$ cat src/hdl/tsa_pkg.sv
// Shared types, codes and helpers for the touch slot allocator.
package tsa_pkg;

  // Event codes on the input side
  localparam logic [1:0] ACT_BEGIN  = 2'd0;
  localparam logic [1:0] ACT_MOVE   = 2'd1;
  localparam logic [1:0] ACT_END    = 2'd2;
  localparam logic [1:0] ACT_CANCEL = 2'd3;

  // Event codes on the result side
  localparam logic [1:0] EV_BEGAN     = 2'd0;
  localparam logic [1:0] EV_MOVED     = 2'd1;
  localparam logic [1:0] EV_ENDED     = 2'd2;
  localparam logic [1:0] EV_CANCELLED = 2'd3;

  // Index width covers up to 32 slot cells; the reported slot field covers 8 slots
  localparam int SLOT_IDX_W = 5;
  localparam int SLOT_W     = 3;

  typedef struct packed {
    logic [1:0]         action;
    logic signed [31:0] touch_id;
    logic [15:0]        x_pos;
    logic [15:0]        y_pos;
  } tsa_in_t;

  typedef struct packed {
    logic [1:0]  event_kind;
    logic [SLOT_W-1:0] slot;
    logic [15:0] out_x;
    logic [15:0] out_y;
  } tsa_out_t;

  // Lookup token that walks the row of slot cells
  typedef struct packed {
    logic                  valid;
    logic [1:0]            action;
    logic signed [31:0]    touch_id;
    logic [15:0]           x_pos;
    logic [15:0]           y_pos;
    logic                  hit;
    logic [SLOT_IDX_W-1:0] hit_idx;
    logic                  free;
    logic [SLOT_IDX_W-1:0] free_idx;
  } tsa_tok_t;

  // Slot update broadcast to every cell at the end of a lookup
  typedef struct packed {
    logic                  set;
    logic                  clr;
    logic [SLOT_IDX_W-1:0] idx;
    logic signed [31:0]    touch_id;
  } tsa_wr_t;

  function automatic logic [1:0] act_to_kind(input logic [1:0] act);
    logic [1:0] kind;
    unique case (act)
      ACT_BEGIN:  kind = EV_BEGAN;
      ACT_MOVE:   kind = EV_MOVED;
      ACT_END:    kind = EV_ENDED;
      ACT_CANCEL: kind = EV_CANCELLED;
      default:    kind = EV_BEGAN;
    endcase
    return kind;
  endfunction

endpackage

$ cat src/hdl/tsa_cell.sv
// One slot cell: holds occupancy and id, updates the passing lookup token.
module tsa_cell #(
  parameter int CELL_INDEX = 0
) (
  input  logic              clk,
  input  logic              rst,
  input  tsa_pkg::tsa_tok_t tok_in,
  input  tsa_pkg::tsa_wr_t  wr,
  output tsa_pkg::tsa_tok_t tok_out
);

  localparam logic [tsa_pkg::SLOT_IDX_W-1:0] MY_IDX = tsa_pkg::SLOT_IDX_W'(CELL_INDEX);

  logic               used;
  logic signed [31:0] id;
  logic               match;
  tsa_pkg::tsa_tok_t  tok_next;

  always_comb begin
    match    = used && (tok_in.touch_id == id);
    tok_next = tok_in;
    // Lowest slot wins: only claim when no earlier cell has
    if (!tok_in.hit && match) begin
      tok_next.hit     = 1'b1;
      tok_next.hit_idx = MY_IDX;
    end
    if (!tok_in.free && !used) begin
      tok_next.free     = 1'b1;
      tok_next.free_idx = MY_IDX;
    end
  end

  always_ff @(posedge clk) begin
    if (rst) begin
      used    <= 1'b0;
      tok_out <= '0;
    end else begin
      tok_out <= tok_next;
      if (wr.set && wr.idx == MY_IDX) begin
        used <= 1'b1;
      end else if (wr.clr && wr.idx == MY_IDX) begin
        used <= 1'b0;
      end
    end
  end

  always_ff @(posedge clk) begin
    if (wr.set && wr.idx == MY_IDX) begin
      id <= wr.touch_id;
    end
  end

endmodule

$ cat src/hdl/touch_slot_allocator.sv
// Touch slot allocator: maps touch ids to the lowest free slot and reports events.
//
// Input channel (in_valid/in_ready/in_data) takes one touch event per transfer:
// begin, move, end or cancel with a touch id and a pixel position. Output
// channel (out_valid/out_ready/out_data) gives zero or one result per event.
//
// Each event walks a row of MAX_SLOTS slot cells, one cell per cycle: the token
// passes the launch register and then every cell register before the slot update;
// the result is registered onto out_valid at that same edge. A new event is taken
// only once the walk through the cell row is done. One event is in flight at a time.
//
// A finished result waits in the output register while the next event is
// taken; a second result is held in a spare register, and input is refused
// until that spare register drains.
//
// Reset (rst, synchronous) frees every slot and empties both channels.
module touch_slot_allocator #(
  parameter int MAX_SLOTS = 8
) (
  input  logic              clk,
  input  logic              rst,
  input  logic              in_valid,
  output logic              in_ready,
  input  tsa_pkg::tsa_in_t  in_data,
  output logic              out_valid,
  input  logic              out_ready,
  output tsa_pkg::tsa_out_t out_data
);

  tsa_pkg::tsa_tok_t tok [MAX_SLOTS+1];
  tsa_pkg::tsa_wr_t  wr;
  tsa_pkg::tsa_tok_t t;
  tsa_pkg::tsa_out_t res;
  tsa_pkg::tsa_out_t pend_data;

  logic                            busy;
  logic                            pend_valid;
  logic                            in_fire;
  logic                            out_fire;
  logic                            is_begin;
  logic                            res_hit;
  logic                            res_valid;
  logic [tsa_pkg::SLOT_IDX_W-1:0]  res_idx;

  assign in_ready = !busy && !pend_valid;
  assign in_fire  = in_valid && in_ready;
  assign out_fire = out_valid && out_ready;

  // Launch the lookup token into the first cell
  always_ff @(posedge clk) begin
    if (rst) begin
      tok[0] <= '0;
      busy   <= 1'b0;
    end else begin
      tok[0].valid    <= in_fire;
      tok[0].action   <= in_data.action;
      tok[0].touch_id <= in_data.touch_id;
      tok[0].x_pos    <= in_data.x_pos;
      tok[0].y_pos    <= in_data.y_pos;
      tok[0].hit      <= 1'b0;
      tok[0].hit_idx  <= '0;
      tok[0].free     <= 1'b0;
      tok[0].free_idx <= '0;
      if (in_fire) begin
        busy <= 1'b1;
      end else if (t.valid) begin
        busy <= 1'b0;
      end
    end
  end

  for (genvar i = 0; i < MAX_SLOTS; i++) begin : g_cell
    tsa_cell #(
      .CELL_INDEX(i)
    ) u_cell (
      .clk    (clk),
      .rst    (rst),
      .tok_in (tok[i]),
      .wr     (wr),
      .tok_out(tok[i+1])
    );
  end

  // Decide at the end of the row
  always_comb begin
    t         = tok[MAX_SLOTS];
    is_begin  = (t.action == tsa_pkg::ACT_BEGIN);
    res_hit   = is_begin ? (!t.hit && t.free) : t.hit;
    res_idx   = is_begin ? t.free_idx : t.hit_idx;
    res_valid = t.valid && res_hit;

    wr.set      = res_valid && is_begin;
    wr.clr      = res_valid && (t.action == tsa_pkg::ACT_END ||
                                t.action == tsa_pkg::ACT_CANCEL);
    wr.idx      = res_idx;
    wr.touch_id = t.touch_id;

    res.event_kind = tsa_pkg::act_to_kind(t.action);
    res.slot       = res_idx[tsa_pkg::SLOT_W-1:0];
    res.out_x      = t.x_pos;
    res.out_y      = t.y_pos;
  end

  // Output register with a spare stage behind it
  always_ff @(posedge clk) begin
    if (rst) begin
      out_valid  <= 1'b0;
      pend_valid <= 1'b0;
    end else if (out_fire || !out_valid) begin
      if (pend_valid) begin
        out_valid  <= 1'b1;
        pend_valid <= 1'b0;
      end else begin
        out_valid <= res_valid;
      end
    end else if (res_valid) begin
      pend_valid <= 1'b1;
    end
  end

  always_ff @(posedge clk) begin
    if (out_fire || !out_valid) begin
      if (pend_valid) begin
        out_data <= pend_data;
      end else if (res_valid) begin
        out_data <= res;
      end
    end else if (res_valid) begin
      pend_data <= res;
    end
  end

endmodule

$ cat config.mk
export PLATFORM = sky130hd
export DESIGN_NAME = touch_slot_allocator
export DESIGN_NICKNAME = d
export VERILOG_FILES = /design/src/hdl/tsa_pkg.sv /design/src/hdl/tsa_cell.sv /design/src/hdl/touch_slot_allocator.sv
export SDC_FILE = /design/constraint.sdc
export NUM_CORES = 1
export LEC_CHECK = 0
export BUFFER_PORTS_ARGS = -buffer_cell sky130_fd_sc_hd__buf_2
export CAP_MARGIN = 5
export CORE_MARGIN = 5
export CORE_UTILIZATION = 65
export DETAILED_ROUTE_END_ITERATION = 6
export PLACE_DENSITY_LB_ADDON = 0.08
export SLEW_MARGIN = 20
export SYNTH_ARGS = -nofsm -noshare
export SYNTH_HDL_FRONTEND = slang
export SYNTH_HIERARCHICAL = 1
export SYNTH_SLANG_ARGS = --single-unit
export TNS_END_PERCENT = 50
$ cat constraint.sdc
create_clock -name clk -period 6.3 [get_ports clk]
set_clock_uncertainty 0.2 [all_clocks]
set_input_delay 0.63 -clock clk [delete_from_list [all_inputs] [get_ports clk]]
set_output_delay 0.63 -clock clk [all_outputs]
set_load 0.02 [all_outputs]
==> results of run 1 <==
==> cell families (layout without fill, tap and decap cells) <==
family	after synthesis	in the layout
compound gates	67	67
xor+xnor	236	236
buf+inv	113	382
flops	1040	1040
mux	42	42
other cells	1	15
simple gates	881	881
==> state kept, by name (all words and copies together) (netlist names) <==
register	cells
out_valid	1
out_data	37
g_cell.u_cell/id	256
pend_valid	1
busy	1
g_cell.u_cell/tok_out	632
tok	67
g_cell.u_cell/used	8
pend_data	37
==> power groups by stage <==
stage | Sequential, mW | Clock [mW] | Combinational [mW]
3_5_place_dp | 7.14 | 0 | 0.247
2_1_floorplan | 7.12 | 0 | 0.183
4_1_cts | 6.99 | 5.71 | 0.272
5_1_grt | 7.00 | 6.01 | 0.300
3_3_place_gp | 7.14 | 0 | 0.241
6_report | 6.99 | 5.62 | 0.270
==> cells in the mapped netlist (11+ instances only) <==
master	number	area [sq um]
mux2_2	39	439
nor3b_1	11	82.6
nor4_1	19	119
xor2_1	62	543
nor4_2	11	138
nor2_1	84	315
clkbuf_1	66	248
xnor2_1	174	1520
nor2b_1	599	3750
inv_1	36	135
dfxtp_1	710	14200
nand3_1	11	55.1
a31oi_1	16	100
nand2b_1	20	125
and2_1	42	263
edfxtp_1	330	9910
a21oi_1	17	85.1
nand2_1	12	45.0
nand4_1	37	231
==> routing by layer <==
layer | up-vias | global-route usage (%) | routed length [um]
met4 | 0 | 7.51 | 1580
met1 | 7822 | 31.6 | 28200
met3 | 82 | 3.70 | 3020
met2 | 390 | 31.5 | 26100
li1 | 8271 | - | -
met5 | - | 0 | 0
==> final timing paths <==
path                                                          endpoint  slack, ns  cells past startpoint
worst max-delay path                  g_cell[1].u_cell/id[8]$_DFFE_PP_       3.22                      6
worst min-delay path                               tok[697]$_SDFF_PP0_       0.03                      2
worst max register to register        g_cell[1].u_cell/id[8]$_DFFE_PP_       3.22                      6
worst min register to register  g_cell[5].u_cell/tok_out[1]$_SDFF_PP0_       0.22                      1
==> area by class of cell <==
class | count | area [sq um] | share of cell area (%)
Clock inverter | 44 | 469 | 1.23
Timing Repair Buffer | 170 | 1180 | 3.09
Multi-Input combinational cell | 1240 | 8600 | 22.6
Sequential cell | 1040 | 24100 | 63.5
Clock buffer | 132 | 2670 | 7.01
Inverter | 36 | 135 | 0.355
Tap cell | 672 | 841 | 2.21
Antenna cell | 1 | 2.50 | 0.00658
==> per-stage QoR <==
step	area (sq um)	setup WS, ns	power [mW]	utilization, %	hold WS (ns)
2_1_floorplan	33200	2.09	7.31	-	0.204
3_3_place_gp	34400	3.36	7.38	68.4	0.210
3_5_place_dp	34400	3.27	7.39	68.4	0.210
4_1_cts	38000	3.25	13.0	75.6	0.00356
5_1_grt	38000	3.13	13.3	75.6	0.00996
6_report	38000	3.22	12.9	75.6	0.0339
==> worst max-delay path: stages (launching register included) <==
cell	delay, ns
dfxtp_1	0.37
nor2_2	0.31
mux2_2	0.44
nand2b_1	0.17
nor4_1	0.56
and2_1	0.24
buf_4	0.40
==> timing repair <==
action	CTS	global route
hold buffers	49	0
endpoints found under the hold margin	49	0
gates resized for setup	0	0
endpoints found under the setup margin	0	0
==> impl_metrics.json, run 1 <==
{
  "outcome": "completed",
  "gr-total-overflow": 0,
  "switchingPower_mw": 2.54,
  "synth.mux.area_fraction_pct": 1.46,
  "timing.max_cap.violations": 0,
  "tightest_slew_ns": 1.06,
  "clock-root-buffer": "clkbuf_16",
  "place_congestion": 0.846,
  "htreeDepth": 3,
  "dr.pass1.iters": 5,
  "startpoint_type": "register",
  "ctsLongestPathBuffers": 3,
  "place_hpwl_um": 39000,
  "ys_seq_area_share_pct": 72.8,
  "cp-end-kind": "register",
  "crit_type": "reg2reg",
  "power.share.sequential_pct": 54.3,
  "slew_headroom_pct": 28.8,
  "post_drt_via_cell_ratio": 4.97,
  "worstPathArrival_ns": 3.15,
  "yosysUniqueCellTypes": 55,
  "initial_core_util_pct": 65.9,
  "p_sw_share_pct": 19.7,
  "final_cell_mix": "dfxtp_1 (710), nor2b_1 (599), edfxtp_1 (330), xnor2_1 (174), buf_2 (107)",
  "die_h_um": 236,
  "grt_max_degree": 249,
  "synth-compound-area-share_pct": 1.53,
  "timing.rr.start": "g_cell[7].u_cell/tok_out[76]$_SDFF_PP0_",
  "antenna_found_initial": 0,
  "leakage_nw": 14.8,
  "grt_usage_pct": 21.1,
  "synth-adder-area-share_pct": 0,
  "crit_required_ns": 6.37,
  "p_clk_share_pct": 43.6,
  "maxSlewViolCount": 0,
  "fin_nets": 2652,
  "async_reset_ff_share_pct": 0,
  "core_area_sq_mm": 0.0503,
  "synth-edff-count": 330,
  "cts_tree": "built",
  "avgSynthCellArea_sq_um": 13.9,
  "io_pins": 109,
  "port_buffers": 108,
  "crit_start": "g_cell[7].u_cell/tok_out[76]$_SDFF_PP0_",
  "min_from": "in_data[53]",
  "die_area_sq_mm": 0.0556,
  "vias": 16600,
  "internal_power_mw": 10.3,
  "rsz0062_at_grt": "no",
  "grt_pass1_wl_um": 92300,
  "fmax_mhz": 324,
  "clk_pin_slew_worst_paths_ns": 0.06,
  "yosys_register_bits": 1040,
  "syn_inst": 2380,
  "hold_viol": 0,
  "clock_latency_ns": 0.63,
  "synth_top_family_by_area": "simple AND/OR/NAND/NOR gates",
  "cts_setup_buffers": 0,
  "finalNonFillerCells": 3335,
  "die_w_um": 236,
  "area_growth_pct": 14.8,
  "synth_xor_area_share_pct": 6.24,
  "grt_pass1_vias": 16500,
  "dp.cells": 3109,
  "tns_ns": 0,
  "hold_class": "in2reg",
  "row_count": 82,
  "avgRoutedWirePerCell_um": 17.7,
  "cp_max_fo": 33,
  "drc": 0,
  "syn-cell-area_sq_mm": 0.0331,
  "cts-buffers-inserted": 94,
  "ant_nets": 0,
  "synth-simple-area-share_pct": 16.5,
  "fin_crit_sh_pct": 48.9,
  "ys.flop_type": "dfxtp_1",
  "nFillCells": 3150,
  "peakVddDrop_mv": 0.256,
  "drive_gt1_share_pct": 12.9,
  "power_density_mw_per_mm2": 339,
  "drtIter0Drc": 1110,
  "fin_crit_ns": 3.08,
  "power_frac_comb_pct": 2.1,
  "synth_warnings": 6,
  "clock-sinks": 1040,
  "routed_wl_um": 58900,
  "final_common_cell": "dfxtp_1",
  "finalSetupViolations": 0
}
(Power assumes the default switching activity.)
==> run 2: changes to the inputs <==
--- a/config.mk
+++ b/config.mk
@@ -8,7 +8,7 @@
 export BUFFER_PORTS_ARGS = -buffer_cell sky130_fd_sc_hd__buf_2
 export CAP_MARGIN = 5
 export CORE_MARGIN = 5
-export CORE_UTILIZATION = 65
+export CORE_UTILIZATION = 55
 export DETAILED_ROUTE_END_ITERATION = 6
 export PLACE_DENSITY_LB_ADDON = 0.08
 export SLEW_MARGIN = 20
==> constraint.sdc (replaced) <==
create_clock -name clk -period 2.8 [get_ports clk]
set_clock_uncertainty 0.2 [all_clocks]
set_input_delay 0.28 -clock clk [delete_from_list [all_inputs] [get_ports clk]]
set_output_delay 0.28 -clock clk [all_outputs]
set_load 0.02 [all_outputs]
==> impl_metrics.json, run 2 (synthesis results as in run 1) <==
{
  "outcome": "completed",
  "row_count": 90,
  "cts_tree": "built",
  "cp-end-kind": "register",
  "worstPathArrival_ns": 2.83,
  "path_cells": "nor2_2, mux2_2, or4_1, nor2_1, buf_4, and2_2, buf_12",
  "avgRoutedWirePerCell_um": 17.5,
  "hold_ws_ns": 0.187,
  "leakage_nw": 15.3,
  "die_w_um": 255,
  "place_hpwl_um": 41900,
  "finalSetupViolations": 0,
  "clock-root-buffer": "clkbuf_16",
  "maxSlewViolCount": 0,
  "fin_crit_ns": 2.71,
  "startpoint_type": "register",
  "ant_nets": 0,
  "post_drt_via_cell_ratio": 4.75,
  "cp_slowest_cell": "or4_1",
  "drtIter0Drc": 988,
  "initial_core_util_pct": 55.2,
  "port_buffers": 108,
  "drive_gt1_share_pct": 13.9,
  "grt_usage_pct": 18.6,
  "top_layer": "met4",
  "dp.cells": 3242,
  "power_mw": 30.4,
  "grt_max_degree": 97,
  "fmax_mhz": 368,
  "die_area_sq_mm": 0.0652,
  "clk_pin_slew_worst_paths_ns": 0.06,
  "fin_nets": 2700,
  "critPathTopFamily": "simple AND/OR/NAND/NOR gates",
  "drt-met1-wl_um": 29900,
  "final_area_sq_mm": 0.0391,
  "dr.pass1.iters": 5,
  "place_worst_setup_slack_ns": 0.116,
  "cp_slowest_stage_delay_ns": 0.51,
  "die_h_um": 255,
  "largest_reg_flops": 632,
  "htreeDepth": 3,
  "gr-total-overflow": 0,
  "setup_ws_ns": 0.0860,
  "crit_required_ns": 2.92,
  "io_pins": 109,
  "largestRegisters": "g_cell.u_cell/tok_out x632, g_cell.u_cell/id x256, tok x67",
  "power_density_mw_per_mm2": 778,
  "wl_met2_um": 26600,
  "final_common_cell": "dfxtp_1",
  "hold_viol": 0,
  "fin_crit_sh_pct": 96.9,
  "slew_headroom_pct": 47.6,
  "final_cell_mix": "dfxtp_1 (710), nor2b_1 (599), edfxtp_1 (330), xnor2_1 (174), buf_2 (107)",
  "regMostFlops": "g_cell.u_cell/tok_out",
  "grt_pass1_vias": 16900,
  "ctsLongestPathBuffers": 3,
  "drc": 0,
  "cp.buffers_inverters": 2,
  "wl_met3_um": 2980,
  "peakVddDrop_mv": 0.560,
  "dpl_cell_area_sq_mm": 0.0349,
  "timing.max_cap.violations": 0,
  "grt_pass1_wl_um": 96300,
  "rsz0062_at_grt": "no",
  "core_area_sq_mm": 0.0600,
  "tightest_slew_ns": 0.784,
  "area_growth_pct": 18.1,
  "hold_class": "in2reg",
  "cts-buffers-inserted": 99,
  "place_congestion": 0.830,
  "clock-sinks": 1040,
  "finalNonFillerCells": 3501,
  "crit_type": "reg2reg",
  "routed_wl_um": 61200,
  "antenna_found_initial": 1,
  "clock_latency_ns": 0.64,
  "vias": 16600,
  "cp_max_fo": 33
}
[run 2: changes by cell type in the layout (fill, tap and decap cells not counted), sizes merged, moves of 3 or more]
| cell | change |
|---|---|
| bufinv | +9 |
| clkinvlp | -3 |
| clkinv | -5 |
| clkbuf | +10 |
| buf | +23 |
| dlygate4sd3 | +20 |
[run 2: worst paths after layout]
kind                                                              start                                      to  cells past startpoint  slack [ns]
worst max-delay path            g_cell[7].u_cell/tok_out[76]$_SDFF_PP0_        g_cell[0].u_cell/id[7]$_DFFE_PP_                      7        0.09
worst min-delay path                                        in_data[47]                     tok[691]$_SDFF_PP0_                      3        0.19
worst max register to register  g_cell[7].u_cell/tok_out[76]$_SDFF_PP0_        g_cell[0].u_cell/id[7]$_DFFE_PP_                      7        0.09
worst min register to register   g_cell[1].u_cell/tok_out[4]$_SDFF_PP0_  g_cell[2].u_cell/tok_out[4]$_SDFF_PP0_                      1        0.22
[run 2: per-layer routing]
metal  GRT usage [%]  vias to the layer above
met1            27.8                     7790
li1                -                     8379
met2            27.9                      352
met3            3.18                      110
met5               0                        -
met4            6.37                        0
[run 2: area by class of cell]
type | count | area, sq um
tap | 782 | 978
inverter | 36 | 135
clock buffer | 142 | 2860
sequential | 1040 | 24100
antenna | 2 | 5.00
clock inverter | 46 | 666
timing repair buffer | 213 | 1740
multi-input combinational | 1240 | 8610
fill | 4400 | 20900
[run 2: worst min-delay path, delay by kind of cell]
| kind | cells | cell delay, ns |
|---|---|---|
| buf+inv | 2 | 0.60 |
| simple gates | 1 | 0.10 |
[run 2: stage by stage]
step                TNS (ns)  util [%]
floorplan             -0.718         -
global placement           0      58.1
detailed placement         0      58.1
CTS                        0      65.2
global route               0      65.2
finish                     0      65.2
[run 2: timing repair]
item / 4_1_cts / 5_1_grt
resized for setup: 0 / 1
hold buffers: 69 / 0
setup buffers: 0 / 0
setup endpoints to repair: 0 / 32
hold endpoints to repair: 135 / 0
[run 2: power by group]
group	leakage, nW	switching [mW]	internal (mW)
clock	1.74	5.43	8.62
sequential	9.41	0.0872	15.6
combinational	4.16	0.344	0.320
total	15.3	5.86	24.6
